===== src/cmc_pkg.sv =====
// Shared types and constants of the centroid Morton key pipeline.
package cmc_pkg;

    localparam int GRID_BITS  = 10;
    localparam int KEY_BITS   = 3 * GRID_BITS;
    localparam int WORD_BITS  = 32;
    localparam int ADDR_BITS  = 5;
    localparam int D_BITS     = 35;
    localparam int UD_BITS    = 33;
    localparam int HALF_BITS  = 16;
    localparam int PROD_BITS  = UD_BITS + HALF_BITS;
    localparam int SUM_BITS   = PROD_BITS + 1;
    localparam int Q_SHIFT    = 17;
    localparam int Q_BITS     = SUM_BITS - Q_SHIFT;

    localparam logic [WORD_BITS-1:0] SCALE_RESET = 32'h0001_0000;

    typedef logic signed [WORD_BITS-1:0] coord_t;
    typedef logic [WORD_BITS-1:0] scale_t;
    typedef logic [GRID_BITS-1:0] grid_t;

    typedef enum logic [2:0] {
        REG_MAP_MIN_X = 3'd0,
        REG_MAP_MIN_Y = 3'd1,
        REG_MAP_MIN_Z = 3'd2,
        REG_SCALE_X   = 3'd3,
        REG_SCALE_Y   = 3'd4,
        REG_SCALE_Z   = 3'd5
    } reg_idx_t;

    typedef struct packed {
        logic   kind;
        coord_t v1_x;
        coord_t v1_y;
        coord_t v1_z;
        coord_t v2_x;
        coord_t v2_y;
        coord_t v2_z;
        coord_t v3_x;
        coord_t v3_y;
        coord_t v3_z;
        logic   last_item;
    } in_t;

    typedef struct packed {
        logic [KEY_BITS-1:0] morton_key;
        logic                last_key;
    } out_t;

    typedef struct packed {
        coord_t map_min_x;
        coord_t map_min_y;
        coord_t map_min_z;
        scale_t scale_x;
        scale_t scale_y;
        scale_t scale_z;
    } cfg_t;

    typedef struct packed {
        coord_t lo;
        coord_t hi;
    } span_t;

endpackage


===== src/cmc_bounds.sv =====
// First pipeline stage: reduces a triangle or a box to a low and high value per axis.
module cmc_bounds (
    input  logic           clk,
    input  logic           en,
    input  cmc_pkg::in_t   prim,
    output cmc_pkg::span_t span_x,
    output cmc_pkg::span_t span_y,
    output cmc_pkg::span_t span_z
);

    cmc_pkg::span_t span_x_reg, span_x_next;
    cmc_pkg::span_t span_y_reg, span_y_next;
    cmc_pkg::span_t span_z_reg, span_z_next;

    function automatic cmc_pkg::span_t reduce(
        input logic            box,
        input cmc_pkg::coord_t a,
        input cmc_pkg::coord_t b,
        input cmc_pkg::coord_t c
    );
        cmc_pkg::span_t  s;
        cmc_pkg::coord_t mn;
        cmc_pkg::coord_t mx;
        mn = (a < b) ? a : b;
        mn = (mn < c) ? mn : c;
        mx = (a > b) ? a : b;
        mx = (mx > c) ? mx : c;
        if (box)
        begin
            s.lo = a;
            s.hi = b;
        end
        else
        begin
            s.lo = mn;
            s.hi = mx;
        end
        return s;
    endfunction

    assign span_x_next = reduce(prim.kind, prim.v1_x, prim.v2_x, prim.v3_x);
    assign span_y_next = reduce(prim.kind, prim.v1_y, prim.v2_y, prim.v3_y);
    assign span_z_next = reduce(prim.kind, prim.v1_z, prim.v2_z, prim.v3_z);

    always_ff @(posedge clk)
    begin
        if (en)
        begin
            span_x_reg <= span_x_next;
            span_y_reg <= span_y_next;
            span_z_reg <= span_z_next;
        end
    end

    assign span_x = span_x_reg;
    assign span_y = span_y_reg;
    assign span_z = span_z_reg;

endmodule


===== config.mk =====
export PLATFORM = sky130hd
export DESIGN_NAME = cmc_bounds
export DESIGN_NICKNAME = d
export VERILOG_FILES = /design/src/cmc_pkg.sv /design/src/cmc_bounds.sv
export SDC_FILE = /design/constraint.sdc
export NUM_CORES = 1
export LEC_CHECK = 0
export ABC_CLOCK_PERIOD_IN_PS = 10600
export BUFFER_PORTS_ARGS = -buffer_cell sky130_fd_sc_hd__buf_2
export CORE_ASPECT_RATIO = 0.7
export CORE_MARGIN = 4
export CORE_UTILIZATION = 48
export DETAILED_ROUTE_END_ITERATION = 7
export PLACE_DENSITY = 0.84
export SLEW_MARGIN = 25
export SYNTH_ARGS = -nofsm -noshare
export SYNTH_HDL_FRONTEND = slang
export SYNTH_SLANG_ARGS = --single-unit

===== constraint.sdc =====
create_clock -name clk -period 10.6 [get_ports clk]
set_input_delay 3.18 -clock clk [delete_from_list [all_inputs] [get_ports clk]]
set_output_delay 3.18 -clock clk [all_outputs]
set_load 0.1 [all_outputs]

Yosys cells after proc, flatten, opt, wreduce, memory -nomap -nowiden
Cells that the tools add are included.
{ "totals": {"ff_bits": 192, "output_inout_bits": 192, "elab_cells": 33} }
{ "op_classes": {"magnitude_cmp": 12, "muxes": 15} }
{ "ops": {"columns": ["operator", "n"], "rows": [
  ["2-to-1 mux 32 bit", 12],
  ["> comparator 32 bit", 6],
  ["less-than comparator 32 bit", 6],
  ["2-to-1 mux 64 bit", 3]
]} }

Longest topological paths before layout
{ "logic_depth": {"ltp_word": 5, "ltp_mapped": 25, "ltp_nobuf": 22} }

Worst setup path after synthesis
OpenSTA, ideal clock, no wires.
{ "synth_timing": {"path_type": "input -> register", "from": "in prim[122] in the netlist's numbering", "to": "reg span_z_reg, in the netlist span_z[23] (data pin)", "setup_ns": 0.267, "t_arrival_ns": 8.182, "slack_ns": 2.151, "path_stages": 22, "path_buffers": 2, "cell_sequence": "inv_1 ha_1 a21o_1 a221o_1 a211oi_1 o22ai_1 nor3_2 o21bai_1 buf_2 mux2_2 ha_1 a21o_1 a21o_1 a21o_1 a21oi_1 o21ai_0 a21o_1 nor2b_1 a211oi_1 clkbuf_1 mux2i_1 o21ai_0"} }
{ "synth_lines": {"columns": ["element", "line", "rtl"], "rows": [
  ["start, declared", "cmc_bounds.sv:5", "input cmc_pkg::in_t prim,"],
  ["end signal, assigned", "cmc_bounds.sv:51", "span_z_reg <= span_z_next;"],
  ["end, declared", "cmc_bounds.sv:13", "cmc_pkg::span_t span_z_reg, span_z_next;"]
]} }

==> reports/metrics.csv <==
metric;value;unit
status;finished clean;
relative slew slack;32.97;%
Post-Syn Area;18440;um2
Synth Area in Compound Gates;21.88;%
Syn-to-layout area delta;19.80;%
Async SR Flop Fraction;0;%
Initial Util;49.16;%
multi-input logic area;11640;um2
Slew @ Worst Pin;1005;ps
Clock Tree Buf Depth;2;
worst vdd ir;0.1197;mV
final period utilization;87.41;%
CP max FO;18;
layout cells sized above 1;26.40;%
leakage power;10.79;nW
Clock Sinks;192;
Top delay family on crit path;compound AO/OA/AOI/OAI gates;
Data required, critical path;10790;ps
startpoint types;input port;
clk root buf;clkbuf_16;
Crit path largest cell delay;600;ps
Slew Limit Fails;0;
Die H;172.0;um
Fillers;3212;
minimum clock period;9265;ps
initial antenna violation count;24;
DR vias/cell;6.108;
Cell Pwr Density;173.0;nW/um2
WL/cell;21.91;um
DP Worst Slack;1254;ps
average size of a mapped cell;9.011;um2
Max stage delay cell, worst path;a221oi_1;
Die Area;41660;um2
Total GRT Usage;30.17;%
die extent in x;242.2;um
Worst EP arrival;9450;ps
max_cap viols;0;
RSZ-0062 raised after global routing;false;
total gr overflow;0;
post-synth cell types;54;
# setup viols final;0;
CTS tree;yes;
Sequential Area;5766;um2
Initial DRT Pass Iterations;6;
worst path bufs/invs;4;
htree depth;4;
main flop type after synthesis;edfxtp_1;
Num CTS Buffers;17;
synth warn;0;
Syn Inst Count;2046;
Top-Level Pins;484;
PortBufs;482;
row count;59;
DRT iter0 DRCs;1736;
syn nets;2623;
Post-CTS Resized;0;
crit-path cells;buf_2 > inv_1 > ha_1 > a21oi_1 > o21ai_0 > a221oi_1 > o22ai_1 > nor3_4 > o21bai_2 > buf_4 > mux2_2 > ha_1 > nand3_1 > nor3_1 > nand2_1 > nor3_1 > o21ai_0 > a31oi_1 > nor3_1 > a211oi_4 > buf_4 > mux2i_1 > o21ai_0;
Max Clk Rate;107.9;MHz
vias in the first global route;17877;
RePlAce Congestion;0.9709;
Reg clk slew, reported paths;90;ps
Post-Synth XOR/XNOR Area;0.04751;%
post-synthesis mux area share;9.223;%
PnR worst setup slack;1335;ps
Post-Route WL;65710;um
critical path capture point type;flip-flop;
Post-synth EDFFs;192;
Final nets;3060;
FF+latch count, synth;192;
# DRC;0;
Post-DRT Antenna Nets;0;
setup TNS;0;ps
Synth Area in Simple Gates;11.99;%
Tightest Hold Check Type;in -> reg;
post-cts hold buffer count;0;
largest family of logic cells by synthesized area;compound AO/OA/AOI/OAI gates;
crit path kind;in -> reg;
routed vias;18317;
first-pass GRT wire length;100500;um
Post-DP HPWL;51590;um
sequential fraction of the synthesis area;31.27;%
core area;37500;um2
Hold Violations, Final;0;
largest net degree at the start of global routing;86;
# Post-CTS Setup Buffers;0;
Adder-Cell Fraction of Synth Area;19.34;%
Yosys cell counts, drive strengths merged, types with 2 or more instances:
master	instances	share of area (%)
a2111oi	4	0.19
a211oi	8	0.33
a21boi	2	0.081
a21o	65	2.6
a21oi	152	4.2
a221o	37	2.0
a221oi	7	0.40
a2bb2oi	31	1.5
a31oi	4	0.14
and2	39	1.3
and3	5	0.17
and4	11	0.52
buf	22	0.67
clkbuf	73	1.5
edfxtp	192	31
ha	285	19
inv	201	4.1
mux2	95	5.8
mux2i	63	3.4
nand2	194	3.9
nand2b	6	0.20
nand3	28	0.76
nand3b	2	0.081
nand4	41	1.4
nor2	99	2.0
nor2b	18	0.61
nor3	13	0.41
nor4	8	0.27
o211ai	11	0.45
o21a	10	0.41
o21ai	192	5.2
o21bai	2	0.081
o221ai	3	0.14
o22ai	99	3.4
o31a	3	0.14
o31ai	7	0.29
or3	3	0.10
or4	2	0.081
area by class of cell:
cell class	count	share of cell area, %
multi-input cells	1558	52.71
clock buffers	18	1.943
diodes	15	0.1700
flip-flops and latches	192	26.10
clock inverters	14	0.8554
repair buffers	513	12.03
well taps	488	2.765
inverters	201	3.422
cells in the final DEF, fill, tap and decap left out, drive strengths merged, types with 19 or more instances in the layout:
cell | Yosys | final
nand3 | 28 | 28
ha | 285 | 285
mux2i | 63 | 63
inv | 201 | 208
edfxtp | 192 | 192
nor2 | 99 | 99
mux2 | 95 | 95
nand2 | 194 | 194
o22ai | 99 | 99
a21o | 65 | 65
a221o | 37 | 37
o21ai | 192 | 192
and2 | 39 | 39
nand4 | 41 | 41
a21oi | 152 | 152
buf | 22 | 512
a2bb2oi | 31 | 31
clkbuf | 73 | 19
worst paths after layout:
path / slack (ps) / from / cells past startpoint / end
worst max-delay path: 1330 / prim[116] / 23 / span_z[29]
worst min-delay path: 3040 / prim[113] / 3 / span_z[16]
metal layers:
layer	vias up	share of wire, %	track usage, %
li1	8542	-	-
met1	8627	40	38.61
met2	1023	47	50.68
met3	119	9.1	6.201
met4	6	3.4	12.11
met5	-	0.070	0
cells by family after synthesis:
logic type,Yosys count
AO/OA/AOI/OAI,643
XOR/XNOR,1
adder cells (fa/ha/maj),285
buffers and inverters,296
flip-flops,192
multiplexers,158
AND/OR/NAND/NOR,471
per-stage QoR:
step / instance area [um2] / instances / hold slack [ps] / total power (W) / utilization [%]
after floorplan: 18440 / 2046 / 3293 / 0.002609 / -
after global placement: 21420 / 2952 / 3504 / 0.003057 / 57.13
after detailed placement: 21430 / 2952 / 3505 / 0.003104 / 57.15
after CTS: 22050 / 2984 / 3018 / 0.003811 / 58.79
after global routing: 22080 / 2997 / 3028 / 0.004005 / 58.88
final: 22090 / 2999 / 3044 / 0.003821 / 58.89
power by group:
part / internal [W] / leakage (nW) / switching (W) / total, W
clock: 0.000362 / 0.299 / 0.000343 / 0.000705
sequential: 0.000981 / 1.88 / 0.0000300 / 0.00101
combinational: 0.000563 / 8.61 / 0.00154 / 0.00211
total: 0.00191 / 10.8 / 0.00191 / 0.00382
Note: power is estimated with default switching activity, not from simulation.
