==> src/cmc_pkg.sv <==
// Shared types and constants of the centroid Morton key pipeline.
package cmc_pkg;

    localparam int GRID_BITS  = 10;
    localparam int KEY_BITS   = 3 * GRID_BITS;
    localparam int WORD_BITS  = 32;
    localparam int ADDR_BITS  = 5;
    localparam int D_BITS     = 35;
    localparam int UD_BITS    = 33;
    localparam int HALF_BITS  = 16;
    localparam int PROD_BITS  = UD_BITS + HALF_BITS;
    localparam int SUM_BITS   = PROD_BITS + 1;
    localparam int Q_SHIFT    = 17;
    localparam int Q_BITS     = SUM_BITS - Q_SHIFT;

    localparam logic [WORD_BITS-1:0] SCALE_RESET = 32'h0001_0000;

    typedef logic signed [WORD_BITS-1:0] coord_t;
    typedef logic [WORD_BITS-1:0] scale_t;
    typedef logic [GRID_BITS-1:0] grid_t;

    typedef enum logic [2:0] {
        REG_MAP_MIN_X = 3'd0,
        REG_MAP_MIN_Y = 3'd1,
        REG_MAP_MIN_Z = 3'd2,
        REG_SCALE_X   = 3'd3,
        REG_SCALE_Y   = 3'd4,
        REG_SCALE_Z   = 3'd5
    } reg_idx_t;

    typedef struct packed {
        logic   kind;
        coord_t v1_x;
        coord_t v1_y;
        coord_t v1_z;
        coord_t v2_x;
        coord_t v2_y;
        coord_t v2_z;
        coord_t v3_x;
        coord_t v3_y;
        coord_t v3_z;
        logic   last_item;
    } in_t;

    typedef struct packed {
        logic [KEY_BITS-1:0] morton_key;
        logic                last_key;
    } out_t;

    typedef struct packed {
        coord_t map_min_x;
        coord_t map_min_y;
        coord_t map_min_z;
        scale_t scale_x;
        scale_t scale_y;
        scale_t scale_z;
    } cfg_t;

    typedef struct packed {
        coord_t lo;
        coord_t hi;
    } span_t;

endpackage

==> src/cmc_regs.sv <==
// APB configuration register file holding the map minimum and axis scales.
module cmc_regs (
    input  logic                           clk,
    input  logic                           rst_n,
    input  logic                           psel,
    input  logic                           penable,
    input  logic                           pwrite,
    input  logic [cmc_pkg::ADDR_BITS-1:0]  paddr,
    input  logic [cmc_pkg::WORD_BITS-1:0]  pwdata,
    output logic [cmc_pkg::WORD_BITS-1:0]  prdata,
    output logic                           pready,
    output cmc_pkg::cfg_t                  cfg
);

    cmc_pkg::cfg_t cfg_reg;
    cmc_pkg::cfg_t cfg_next;
    logic          wr_en;
    logic [2:0]    idx;

    assign pready = 1'b1;
    assign wr_en  = psel && penable && pwrite;
    assign idx    = paddr[4:2];
    assign cfg    = cfg_reg;

    always_comb
    begin
        cfg_next = cfg_reg;
        if (wr_en)
        begin
            unique case (idx)
                cmc_pkg::REG_MAP_MIN_X: cfg_next.map_min_x = pwdata;
                cmc_pkg::REG_MAP_MIN_Y: cfg_next.map_min_y = pwdata;
                cmc_pkg::REG_MAP_MIN_Z: cfg_next.map_min_z = pwdata;
                cmc_pkg::REG_SCALE_X:   cfg_next.scale_x   = pwdata;
                cmc_pkg::REG_SCALE_Y:   cfg_next.scale_y   = pwdata;
                cmc_pkg::REG_SCALE_Z:   cfg_next.scale_z   = pwdata;
                default:                cfg_next = cfg_reg;
            endcase
        end
    end

    always_comb
    begin
        unique case (idx)
            cmc_pkg::REG_MAP_MIN_X: prdata = cfg_reg.map_min_x;
            cmc_pkg::REG_MAP_MIN_Y: prdata = cfg_reg.map_min_y;
            cmc_pkg::REG_MAP_MIN_Z: prdata = cfg_reg.map_min_z;
            cmc_pkg::REG_SCALE_X:   prdata = cfg_reg.scale_x;
            cmc_pkg::REG_SCALE_Y:   prdata = cfg_reg.scale_y;
            cmc_pkg::REG_SCALE_Z:   prdata = cfg_reg.scale_z;
            default:                prdata = '0;
        endcase
    end

    always_ff @(posedge clk or negedge rst_n)
    begin
        if (!rst_n)
        begin
            cfg_reg.map_min_x <= '0;
            cfg_reg.map_min_y <= '0;
            cfg_reg.map_min_z <= '0;
            cfg_reg.scale_x   <= cmc_pkg::SCALE_RESET;
            cfg_reg.scale_y   <= cmc_pkg::SCALE_RESET;
            cfg_reg.scale_z   <= cmc_pkg::SCALE_RESET;
        end
        else
        begin
            cfg_reg <= cfg_next;
        end
    end

endmodule

==> config.mk <==
export PLATFORM = sky130hd
export DESIGN_NAME = cmc_regs
export DESIGN_NICKNAME = d
export VERILOG_FILES = /design/src/cmc_pkg.sv /design/src/cmc_regs.sv
export SDC_FILE = /design/constraint.sdc
export NUM_CORES = 1
export LEC_CHECK = 0
export ABC_AREA = 1
export BUFFER_PORTS_ARGS = -buffer_cell sky130_fd_sc_hd__buf_4
export CAP_MARGIN = 25
export CORE_ASPECT_RATIO = 1.25
export CORE_MARGIN = 2
export CORE_UTILIZATION = 30
export CTS_CLUSTER_SIZE = 25
export DETAILED_ROUTE_END_ITERATION = 6
export SETUP_SLACK_MARGIN = 0.5
export SYNTH_ARGS = -nofsm -noshare
export SYNTH_HDL_FRONTEND = slang
export SYNTH_SLANG_ARGS = --single-unit
export TNS_END_PERCENT = 1
==> constraint.sdc <==
create_clock -name clk -period 1.4 [get_ports clk]
set_input_delay 0.14 -clock clk [delete_from_list [all_inputs] [get_ports clk]]
set_output_delay 0.14 -clock clk [all_outputs]
set_load 0.1 [all_outputs]
=== Word level (Yosys, flattened, before mapping) ===
Index checks and enable logic that the tools add are counted.

* Bits in read-only memories: 0
* RAM bits: 0
* Memories kept: 0
* Output and inout port bits: 225
* Bits of input ports: 42
* Register bits: 192
* Word-level logic and storage cells: 21
* Bits in latches: 0

* Bitwise gates (word level): 0
* Multiply operators: 0
* Add/sub/neg operators: 0
* Order comparisons: 0
* Reductions and logical operators: 9
* Eq/ne operators: 5
* Shift operators: 0
* Mux-type cells: 1
* Div/mod/pow operators: 0

{| class="wikitable"
|+ Operators with widths
! operator !! count
|-
| $pmux W32 S6 || 1
|-
| $reduce_and A2 Y1 || 6
|-
| $eq A3 B2 Y1 const B || 2
|-
| $eq A3 B3 Y1 const B || 2
|-
| $eq A3 B1 Y1 const B || 1
|-
| $logic_not A3 Y1 || 1
|-
| $logic_and A1 B1 Y1 || 2
|}

=== Longest topological paths before layout ===
* Depth in word-level cells: 3
* Gate-level depth with buffers: 7
* Mapped depth without buffers: 5

=== Worst setup path after synthesis ===
Ideal clock, no wire load.

* Path type: register to output
* From: register cfg_reg (netlist bit cfg[140])
* To: output prdata[12] in the netlist's numbering
* Buffers on the path: 0
* Path slack: -0.629 ns
* Data arrival time: 1.889 ns
* Cell stages (with the launch flop): 5
* Data required time: 1.260 ns
* Path through: dfrtp_1 inv_1 o21ai_0 inv_1 nand2_1

* Cells in the longest elaborated chain, start to end: 1

{| class="wikitable"
|+ Ends and longest elaborated chain
! element !! RTL line !! source
|-
| start, declared || cmc_regs.sv:15 || <nowiki>cmc_pkg::cfg_t cfg_reg;</nowiki>
|-
| start signal, assigned || cmc_regs.sv:68 || <nowiki>cfg_reg <= cfg_next;</nowiki>
|-
| $pmux W32 S6 || cmc_regs.sv:44 || <nowiki>unique case (idx)</nowiki>
|-
| end, declared || cmc_regs.sv:10 || <nowiki>output logic [cmc_pkg::WORD_BITS-1:0] prdata,</nowiki>
|}

Every way passes these cells.

=== Worst setup path in the final report ===
* From: register cfg_reg (netlist bit cfg[16])
* To: output prdata[16] in the netlist's numbering

Same word-level chain as after synthesis.

==> impl_metrics.ini <==
[sta]
skew_ns = 0
drv_slew = 0
hold_violations = 0
max_freq_ghz = 0.574
rsz0062_at_grt = true
final.min_clock_period_ns = 1.74
fin_ws_ns = -0.343
hold_ws_ns = 0.185
period_share = 1.24
setup_violations = 36

[synth]
synth_cells = 1234
avgSynthCellArea_um2 = 7.54
synth.area.mux_share = 0
synthAdderAreaFrac = 0
synth_xor_area_frac = 0
synth-edff-count = 0
synthFlopType = dfrtp_1
ys_types = 16
post-synth-top-count-cell = nand2_1
synth-compound-area-share = 0.116
synth_top_family_by_area = simple AND/OR/NAND/NOR gates
synth_nets = 1276
synth_top_area_share = 0.509
ys_seq_area_frac = 0.517
synth_top_cell_by_area = dfrtp_1
ys_seq_elements = 192
synthTopCellsByArea = dfrtp_1 (51%), nand2_1 (18%), o21ai_0 (10%), nand3_1 (5.4%), nand4_1 (3.7%)
yosys.area_share.simple = 0.297
yosysWarningCount = 0
ys_top_cells_by_count = nand2_1 (442), dfrtp_1 (189), o21ai_0 (189), nand3_1 (100), nor2_1 (65)
synth-async-reset-ratio = 1.00
syn_area_um2 = 9300

[worst_setup_path]
reg2regPathDepth = 4
worstPathMaxFanout = 3
worstSetupStartpointType = register
slowest_delay_ns = 0.64
crit_path_top_delay_cell = dfstp_4
endpoint_kind = output port
arrival_ns = 1.60
path_class = reg -> out
worstPathRequired_ns = 1.26
crit_chain = nand4_1, nand2_1, nor2_4, nand2_8, buf_12

[die]
fp.dieW_um = 161
die_h_um = 201
pin_count = 267
dieArea_um2 = 32400
start_util = 0.303
rows = 72
coreArea_um2 = 30700

[final_layout]
fill_cells = 2598
multi_input_area_um2 = 4750
nets = 1583
post-route-util = 0.544
antenna_cells = 0
drive_above_1_share = 0.495
syn2layout_area_growth_pct = 79.8
largest_register_ffs = 192
layout.area.seq_um2 = 5150

[global_route]
grt_overflow = 0
grt_pass1_vias = 10200
antenna_found_initial = 1
grt_first_pass_wirelength_um = 59900
grt_max_degree = 74
grt_use_total = 0.238

[clocking]
numCtsBuffers = 17
ctsHtreeMaxLevel = 4
cts_root_buffer = clkbuf_16
cts_sinks = 192
clockBufferDepth = 2
cts_tree = yes
clk_pin_slew_worst_paths_ns = 0.08
insertion_delay_ns = 0.44

[detailed_routing]
drt_wl_total_um = 38900
routedWlPerCell_um = 19.8
vias = 10100
drtIter0Drc = 719
via_per_inst = 5.13
drt_pass1_iterations = 5
drc_errors = 0
ant_nets = 0

[outcome]
violations = setup timing
status = finished with violations

[pwr]
p_leak_nw = 7.68
ir_drop_v = 0.00116
p_per_area_nw_per_um2 = 1800

[place]
place_hpwl_um = 25200
portBuffers = 263
gp_congestion = 0.808

[hold_path]
hold_class = in -> async

[run]
cap_violations = 0
==> cell type report <==
class / instances / area share
clock inverter: 13 / 0.00846
clock buffer: 19 / 0.0271
timing repair buffer: 384 / 0.327
sequential: 192 / 0.308
inverter: 66 / 0.0150
tap: 407 / 0.0305
multi-input combinational: 880 / 0.284
==> per-layer routing <==
metal | GRT usage | up-vias | part of all wire
li1 | - | 4626 | -
met1 | 0.295 | 4939 | 0.40
met2 | 0.395 | 415 | 0.50
met3 | 0.0597 | 69 | 0.071
met4 | 0.0950 | 2 | 0.025
met5 | 0 | - | 0.00033
==> what timing repair did <==
item,in CTS,in global routing
endpoints found under the setup margin,382,400
gates resized for setup,441,282
pin swaps,52,64
endpoints found under the hold margin,275,0
hold buffers,33,0
buffers inserted,5,6
==> cells by family (layout without fill, tap and decap cells) <==
family / Yosys count / after routing
AOI/OAI and AO/OA: 215 / 215
DFF: 192 / 192
buffers and inverters: 162 / 482
other: 1 / 1
and+or+nand+nor: 664 / 664
==> where the power goes <==
group	total, mW	internal, mW	switching [mW]
sequential	8.33	6.98	1.36
combinational	16.6	4.96	11.7
clock	5.07	2.63	2.43
==> worst max-delay path, delay by kind of cell (launching register included) <==
kind | cells | cell delay [ns]
buffers and inverters | 1 | 0.16
DFF | 1 | 0.64
and+or+nand+nor | 4 | 0.36
==> cells in the final DEF (no fill, tap or decap), types with 11 or more instances in the layout <==
master | netlist | final
nand2_4 | 0 | 43
buf_6 | 0 | 44
dfrtp_4 | 0 | 39
dfrtp_2 | 0 | 150
nor2_4 | 0 | 19
nand2_1 | 442 | 321
o21ai_0 | 189 | 151
buf_4 | 1 | 110
buf_12 | 0 | 170
inv_1 | 64 | 56
clkbuf_16 | 0 | 17
buf_8 | 0 | 27
nand3_1 | 100 | 86
nor2_2 | 2 | 27
nand3_2 | 0 | 11
nand4_1 | 55 | 55
nand2_2 | 0 | 72
dlygate4sd3_1 | 0 | 33
nor2_1 | 65 | 21
o21ai_1 | 26 | 61
==> per-stage QoR <==
stage / TNS, ns / power [mW] / instance area, um^2 / cells / setup slack, ns
final: -5.92 / 30.0 / 16700 / 1961 / -0.343
after global routing: -8.11 / 31.0 / 16700 / 1961 / -0.398
after CTS: -6.50 / 29.1 / 15700 / 1955 / -0.322
after detailed placement: -7.31 / 21.8 / 13100 / 1885 / -0.134
after global placement: -5.10 / 21.7 / 13100 / 1885 / -0.108
after floorplan: 0 / 18.6 / 9950 / 1234 / 0.0541
==> path summary, 6_finish.rpt <==
check / startpoint / endpoint / slack, ns
max: cfg[16]$_DFFE_PN1P_ / prdata[16] / -0.34
min: rst_n / cfg[131]$_DFFE_PN0P_ / 0.18
max reg2reg: cfg[82]$_DFFE_PN0P_ / cfg[82]$_DFFE_PN0P_ / 0.44
min reg2reg: cfg[98]$_DFFE_PN0P_ / cfg[98]$_DFFE_PN0P_ / 0.52
max in group asynchronous: rst_n / cfg[119]$_DFFE_PN0P_ / 0.59
min in group clk: penable / cfg[116]$_DFFE_PN0P_ / 0.24
No activity file was read; power rests on OpenSTA's default activity.
