### src/cmc_pkg.sv
// Shared types and constants of the centroid Morton key pipeline.
package cmc_pkg;

    localparam int GRID_BITS  = 10;
    localparam int KEY_BITS   = 3 * GRID_BITS;
    localparam int WORD_BITS  = 32;
    localparam int ADDR_BITS  = 5;
    localparam int D_BITS     = 35;
    localparam int UD_BITS    = 33;
    localparam int HALF_BITS  = 16;
    localparam int PROD_BITS  = UD_BITS + HALF_BITS;
    localparam int SUM_BITS   = PROD_BITS + 1;
    localparam int Q_SHIFT    = 17;
    localparam int Q_BITS     = SUM_BITS - Q_SHIFT;

    localparam logic [WORD_BITS-1:0] SCALE_RESET = 32'h0001_0000;

    typedef logic signed [WORD_BITS-1:0] coord_t;
    typedef logic [WORD_BITS-1:0] scale_t;
    typedef logic [GRID_BITS-1:0] grid_t;

    typedef enum logic [2:0] {
        REG_MAP_MIN_X = 3'd0,
        REG_MAP_MIN_Y = 3'd1,
        REG_MAP_MIN_Z = 3'd2,
        REG_SCALE_X   = 3'd3,
        REG_SCALE_Y   = 3'd4,
        REG_SCALE_Z   = 3'd5
    } reg_idx_t;

    typedef struct packed {
        logic   kind;
        coord_t v1_x;
        coord_t v1_y;
        coord_t v1_z;
        coord_t v2_x;
        coord_t v2_y;
        coord_t v2_z;
        coord_t v3_x;
        coord_t v3_y;
        coord_t v3_z;
        logic   last_item;
    } in_t;

    typedef struct packed {
        logic [KEY_BITS-1:0] morton_key;
        logic                last_key;
    } out_t;

    typedef struct packed {
        coord_t map_min_x;
        coord_t map_min_y;
        coord_t map_min_z;
        scale_t scale_x;
        scale_t scale_y;
        scale_t scale_z;
    } cfg_t;

    typedef struct packed {
        coord_t lo;
        coord_t hi;
    } span_t;

endpackage

### src/cmc_axis.sv
// Offset, scale multiply and clamp of one axis over three pipeline stages.
module cmc_axis (
    input  logic            clk,
    input  logic            en,
    input  cmc_pkg::span_t  span,
    input  cmc_pkg::coord_t map_min,
    input  cmc_pkg::scale_t scale,
    output cmc_pkg::grid_t  grid
);

    logic signed [cmc_pkg::D_BITS-1:0]    d_reg, d_next;
    logic        [cmc_pkg::UD_BITS-1:0]   ud;
    logic        [cmc_pkg::PROD_BITS-1:0] prod_hi_reg, prod_hi_next;
    logic        [cmc_pkg::PROD_BITS-1:0] prod_lo_reg, prod_lo_next;
    logic        [cmc_pkg::SUM_BITS-1:0]  sum;
    logic        [cmc_pkg::Q_BITS-1:0]    q;
    cmc_pkg::grid_t                       grid_reg, grid_next;

    assign d_next = cmc_pkg::D_BITS'(span.lo) + cmc_pkg::D_BITS'(span.hi)
                  - (cmc_pkg::D_BITS'(map_min) <<< 1);

    // A centroid at or below the map minimum maps to grid zero.
    assign ud = (d_reg > 0) ? d_reg[cmc_pkg::UD_BITS-1:0] : '0;

    assign prod_hi_next = cmc_pkg::PROD_BITS'(ud)
                        * cmc_pkg::PROD_BITS'(scale[cmc_pkg::WORD_BITS-1:cmc_pkg::HALF_BITS]);
    assign prod_lo_next = cmc_pkg::PROD_BITS'(ud)
                        * cmc_pkg::PROD_BITS'(scale[cmc_pkg::HALF_BITS-1:0]);

    assign sum = cmc_pkg::SUM_BITS'(prod_hi_reg)
               + cmc_pkg::SUM_BITS'(prod_lo_reg >> cmc_pkg::HALF_BITS);
    assign q   = sum[cmc_pkg::SUM_BITS-1:cmc_pkg::Q_SHIFT];

    assign grid_next = (|q[cmc_pkg::Q_BITS-1:cmc_pkg::GRID_BITS]) ? '1
                     : q[cmc_pkg::GRID_BITS-1:0];

    always_ff @(posedge clk)
    begin
        if (en)
        begin
            d_reg       <= d_next;
            prod_hi_reg <= prod_hi_next;
            prod_lo_reg <= prod_lo_next;
            grid_reg    <= grid_next;
        end
    end

    assign grid = grid_reg;

endmodule

### config.mk
export PLATFORM = sky130hd
export DESIGN_NAME = cmc_axis
export DESIGN_NICKNAME = d
export VERILOG_FILES = /design/src/cmc_pkg.sv /design/src/cmc_axis.sv
export SDC_FILE = /design/constraint.sdc
export NUM_CORES = 2
export LEC_CHECK = 0
export ABC_AREA = 1
export BUFFER_PORTS_ARGS = -buffer_cell sky130_fd_sc_hd__clkbuf_2
export CORE_MARGIN = 2
export CORE_UTILIZATION = 30
export CTS_CLUSTER_DIAMETER = 50
export DETAILED_ROUTE_END_ITERATION = 12
export GPL_ROUTABILITY_DRIVEN = 0
export PLACE_DENSITY = 0.4
export SKIP_CTS_REPAIR_TIMING = 1
export SYNTH_ARGS = -nofsm -noshare
export SYNTH_HDL_FRONTEND = slang
export SYNTH_SLANG_ARGS = --single-unit
### constraint.sdc
create_clock -name clk -period 9.33 [get_ports clk]
set_clock_uncertainty 0.1 [all_clocks]
set_input_delay 1.3995 -clock clk [delete_from_list [all_inputs] [get_ports clk]]
set_output_delay 1.3995 -clock clk [all_outputs]
set_load 0.05 [all_outputs]
; ---- Yosys cells after proc, flatten, opt, wreduce, memory -nomap -nowiden
; Cells that the tools add are included.
[op_classes]
n_mux = 1
n_reduce_logical = 1
magnitude_cmp = 1
add_sub_neg = 3
mul = 2
[ops]
columns = cell, count
row1 = 33-bit by 16-bit multiplier with 49-bit output, 2
row2 = 49-bit by 33-bit adder with 50-bit output, 1
row3 = 35-bit by 1-bit > comparator with 1-bit output (second input constant), 1
row4 = 33-bit by 33-bit subtractor with 34-bit output, 1
row5 = 32-bit by 32-bit adder with 33-bit output, 1
row6 = 33-bit two-way mux, 1
row7 = 23-bit OR reduction, 1
[word_totals]
regBits = 143
elab_cells = 12
output_inout_bits = 10
input_bits = 130

; ---- Logic depth before layout (Yosys ltp)
[logic_depth]
word_depth = 3
mapped_depth = 41
depth_no_buf = 39

; ---- Least setup slack after synthesis
; OpenSTA, ideal clock, no wires.
[synth_path]
kind = input -> register
startpoint = in scale[17]
endpoint = reg prod_hi_reg[44] (netlist name), data pin
arrival_ns = 6.683
cell_stages = 22
required_time_ns = 8.965
path_buffers = 2
setup_ns = 0.265
path_slack_ns = 2.282
cell_sequence = clkbuf_1 -> clkbuf_1 -> nand2_1 -> fa_1 -> fa_1 -> fa_1 -> inv_1 -> fa_1 -> fa_1 -> inv_1 -> fa_1 -> inv_1 -> ha_1 -> a21oi_1 -> inv_1 -> a21oi_1 -> o21ai_0 -> a21oi_1 -> o21ai_0 -> a211oi_1 -> o21ai_0 -> xor2_1
[synth_between]
elab_chain_len = 1
[synth_lines]
columns = element, line_no
row1 = start: declaration, cmc_axis.sv:7  ; input cmc_pkg::scale_t scale,
row2 = 33-bit by 16-bit multiplier with 49-bit output, cmc_axis.sv:26  ; * cmc_pkg::PROD_BITS'(scale[cmc_pkg::WORD_BITS-1:cmc_pkg::HALF_BITS]);
row3 = via prod_hi_next (one bit), cmc_axis.sv:13  ; logic [cmc_pkg::PROD_BITS-1:0] prod_hi_reg, prod_hi_next;
row4 = end signal: assignment, cmc_axis.sv:42  ; prod_hi_reg <= prod_hi_next;
row5 = end: declaration, cmc_axis.sv:13
; The timed path passes the listed nets, and every way through them passes these cells.
; A chain may end at the register's enable or synchronous reset.

; ---- Worst setup path after layout
[layout_path]
startpoint = reg d_reg[13] (netlist name)
endpoint = reg prod_lo_reg[37] (netlist name), data pin
[layout_between]
elab_chain_len = 3
[layout_lines]
columns = element, line_no
row1 = start: declaration, cmc_axis.sv:11  ; logic signed [cmc_pkg::D_BITS-1:0] d_reg, d_next;
row2 = start signal: assignment, cmc_axis.sv:41  ; d_reg <= d_next;
row3 = 35-bit by 1-bit > comparator with 1-bit output, cmc_axis.sv:23  ; assign ud = (d_reg > 0) ? d_reg[cmc_pkg::UD_BITS-1:0] : '0;
row4 = 33-bit two-way mux *, cmc_axis.sv:23
row5 = 33-bit by 16-bit multiplier with 49-bit output *, cmc_axis.sv:28  ; * cmc_pkg::PROD_BITS'(scale[cmc_pkg::HALF_BITS-1:0]);
row6 = via prod_lo_next (one bit), cmc_axis.sv:14  ; logic [cmc_pkg::PROD_BITS-1:0] prod_lo_reg, prod_lo_next;
row7 = end signal: assignment, cmc_axis.sv:43  ; prod_lo_reg <= prod_lo_next;
row8 = end: declaration, cmc_axis.sv:14
; The timed path passes the listed nets; every way through them passes the cells marked *.

==> summary.txt <==
Worst setup path
  • Crit-path max FO: 18
  • Slowest CP cell: fa_1
  • Crit-path most repeated cell: inv_1
  • Critical Path Source Type: flop
  • WP data required: approximately 9.5 ns
  • Worst endpoint data arrival time: 8.65 ns
  • WP buf/inv: 9
  • WS Path Type: reg -> reg
  • Crit-path max cell delay: approximately 0.63 ns
  • Critical Path End Type: flop
  • Kind of cell adding the most delay to the critical path: adder cells

Logic synthesis
  • Yosys cell types: 49
  • Sequential share of the synthesized area: 0.0889
  • Synth Register Bits: 126
  • Post-Synthesis Cell Area: 42600 µm²
  • Post-synth EDFFs: roughly 130
  • Post-synthesis area per instance: 7.90 µm²
  • Cells after synthesis: approximately 5400
  • Syn_nets: roughly 6700
  • Top_reg_cell synth: edfxtp_1
  • YS warnings: 0
  • Async SR Flop Fraction: 0

Outcome
  • Run status: finished clean

Routing
  • Via count: ~35000
  • Wirelength per Cell: roughly 23 µm
  • Post-Route WL: about 170000 µm
  • Initial drt markers: 2013
  • Remaining antenna violation count after routing: 0
  • Remaining DRCs: 0
  • Routed vias/inst: between 4 and 5
  • Drt pass-1 iters: 5

Job
  • Max Cap Viol: 0

Finish
  • Area delta synth->final: 9.20%
  • Layout cell share with drive strength beyond 1: 0.0607
  • Number of flip-flops under the largest register name: 49
  • Most frequent cells in the layout: 1307 x inv_1, 1050 x nand2_1, 895 x fa_1
  • Commonest non-fill, non-tap cell in the layout: inv_1
  • Final nets: 6818
  • Fillers: 15343
  • Fin util: 0.329

Global routing
  • Largest net degree at the start of global routing: 73
  • Initial antenna violation count: 11
  • Number of global-route vias before repair: about 39000
  • Global-route wire length before repair: approximately 250000 µm
  • Total gr overflow: 0
  • All-Layer GR Usage: 0.240

Clocking
  • Maximum clock path buffer count: 2
  • Clock root cell: clkbuf_16
  • Clock transition at path regs: roughly 0.07 ns
  • Clk sinks: 126
  • CTS Buf Count: 17
  • CTS HTree Levels: 4
  • CTS tree: built
  • Clk Latency, worst-skew pair: 0.50 ns

Floorplanning
  • Die X: between 300 and 400 µm
  • I/O pins: 140
  • Core Region: around 140000 µm²
  • Starting Density: 0.301
  • Die H: ~380 µm
  • FP Rows: around 140
  • Die area: between 100000 and 150000 µm²

Place
  • # port buffers: roughly 140
  • Setup slack at placement: approximately 0.76 ns
  • HPWL after DPL: between 100000 and 150000 µm

Hold path
  • Worst min path class: reg -> reg

STA
  • Total Neg Setup Slack: 0 ns
  • Max-slew violations: 0
  • Final hold violations: 0
  • Fmax: approximately 120 MHz
  • Final Cycle Share: 0.913
  • Rel. slew slack: 0.143
  • WHS: approximately 0.79 ns
  • Worst setup margin: approximately 0.81 ns
  • Setup-failing EPs final: 0
  • Final min period: between 8 and 9 ns
  • RSZ-0062 raised after global routing: false
  • Slew @ Worst Pin: 1.28 ns
[worst min-delay path, stage by stage, from the launching register on]
cell      delay (ns)
edfxtp_1        0.36
nand4_1         0.10
nand2_1         0.08
nor2_2          0.04
nand2_2         0.09
nor2_8          0.06
nand4_1         0.06
[final cells by class]
type / instances / area, µm² / share of cell area
clock inverters: 12 / 135 / 0.00291
clock buffers: 19 / 433 / 0.00931
inverters: 1336 / 5010 / 0.108
flip-flops and latches: 126 / 3780 / 0.0814
diodes: 3 / 7.51 / 0.000161
multi-input cells: 3755 / 33200 / 0.714
well taps: 1890 / 2360 / 0.0509
repair buffers: 253 / 1580 / 0.0340
[synthesized netlist by cell type (2+ instances only)]
master | n | area [µm²]
a211oi_1 | 6 | 45.0
a21boi_0 | 4 | 30.0
a21boi_1 | 4 | 30.0
a21o_1 | 5 | 37.5
a21oi_1 | 221 | 1110
a221oi_1 | 4 | 35.0
a31oi_1 | 25 | 156
and3_1 | 4 | 25.0
buf_1 | 2 | 7.51
clkbuf_1 | 173 | 649
clkinv_1 | 15 | 56.3
edfxtp_1 | 126 | 3780
fa_1 | 895 | 17900
ha_1 | 304 | 3800
inv_1 | 1307 | 4910
inv_2 | 14 | 52.6
nand2_1 | 1050 | 3940
nand2_2 | 6 | 37.5
nand3_1 | 84 | 420
nand3_2 | 2 | 20.0
nand3b_1 | 4 | 30.0
nand4_1 | 26 | 163
nor2_1 | 744 | 2790
nor2_2 | 5 | 31.3
nor3_1 | 27 | 135
nor3_2 | 2 | 20.0
nor4_1 | 13 | 81.3
o211ai_1 | 9 | 67.6
o21a_1 | 27 | 203
o21ai_0 | 105 | 526
o21ai_1 | 24 | 120
o21bai_1 | 11 | 82.6
o221ai_1 | 2 | 17.5
o31ai_1 | 4 | 30.0
or2_1 | 2 | 12.5
xnor2_1 | 40 | 350
xor2_1 | 85 | 744
[worst paths after layout]
path                            depth (start not counted)  slack (ns)       startpoint         endpoint
worst max register to register                         31        0.81        d_reg[13]  prod_lo_reg[37]
worst min register to register                          6        0.79  prod_hi_reg[47]          grid[7]
worst max-delay path                                   31        0.81        d_reg[13]  prod_lo_reg[37]
worst min-delay path                                    6        0.79  prod_hi_reg[47]          grid[7]
[layer usage]
layer  up-vias  routed length, µm  part of all wire  track usage
li1      16122                  -                 -            -
met1     17927              72900              0.43        0.304
met2       833              84400              0.50        0.425
met3       200               6700             0.039       0.0265
met4         4               5910             0.035       0.0763
met5         -                 22           0.00013            0
[stage by stage]
step           area (µm²)  instances
5_1_grt             46500       7393
4_1_cts             46500       7391
6_report            46500       7394
2_1_floorplan       42600       5393
3_3_place_gp        45900       7360
3_5_place_dp        45900       7360
[logic make-up after synthesis]
group	Yosys count	synth area share
flops	126	0.0889
buf+inv	1512	0.133
simple gates	1974	0.182
compound gates	457	0.0596
xor+xnor	125	0.0257
fa+ha+maj	1199	0.510
Power is left out: the tool's default activity adds up to more than one toggle a clock period on the data nets, which glitch-free logic cannot reach.
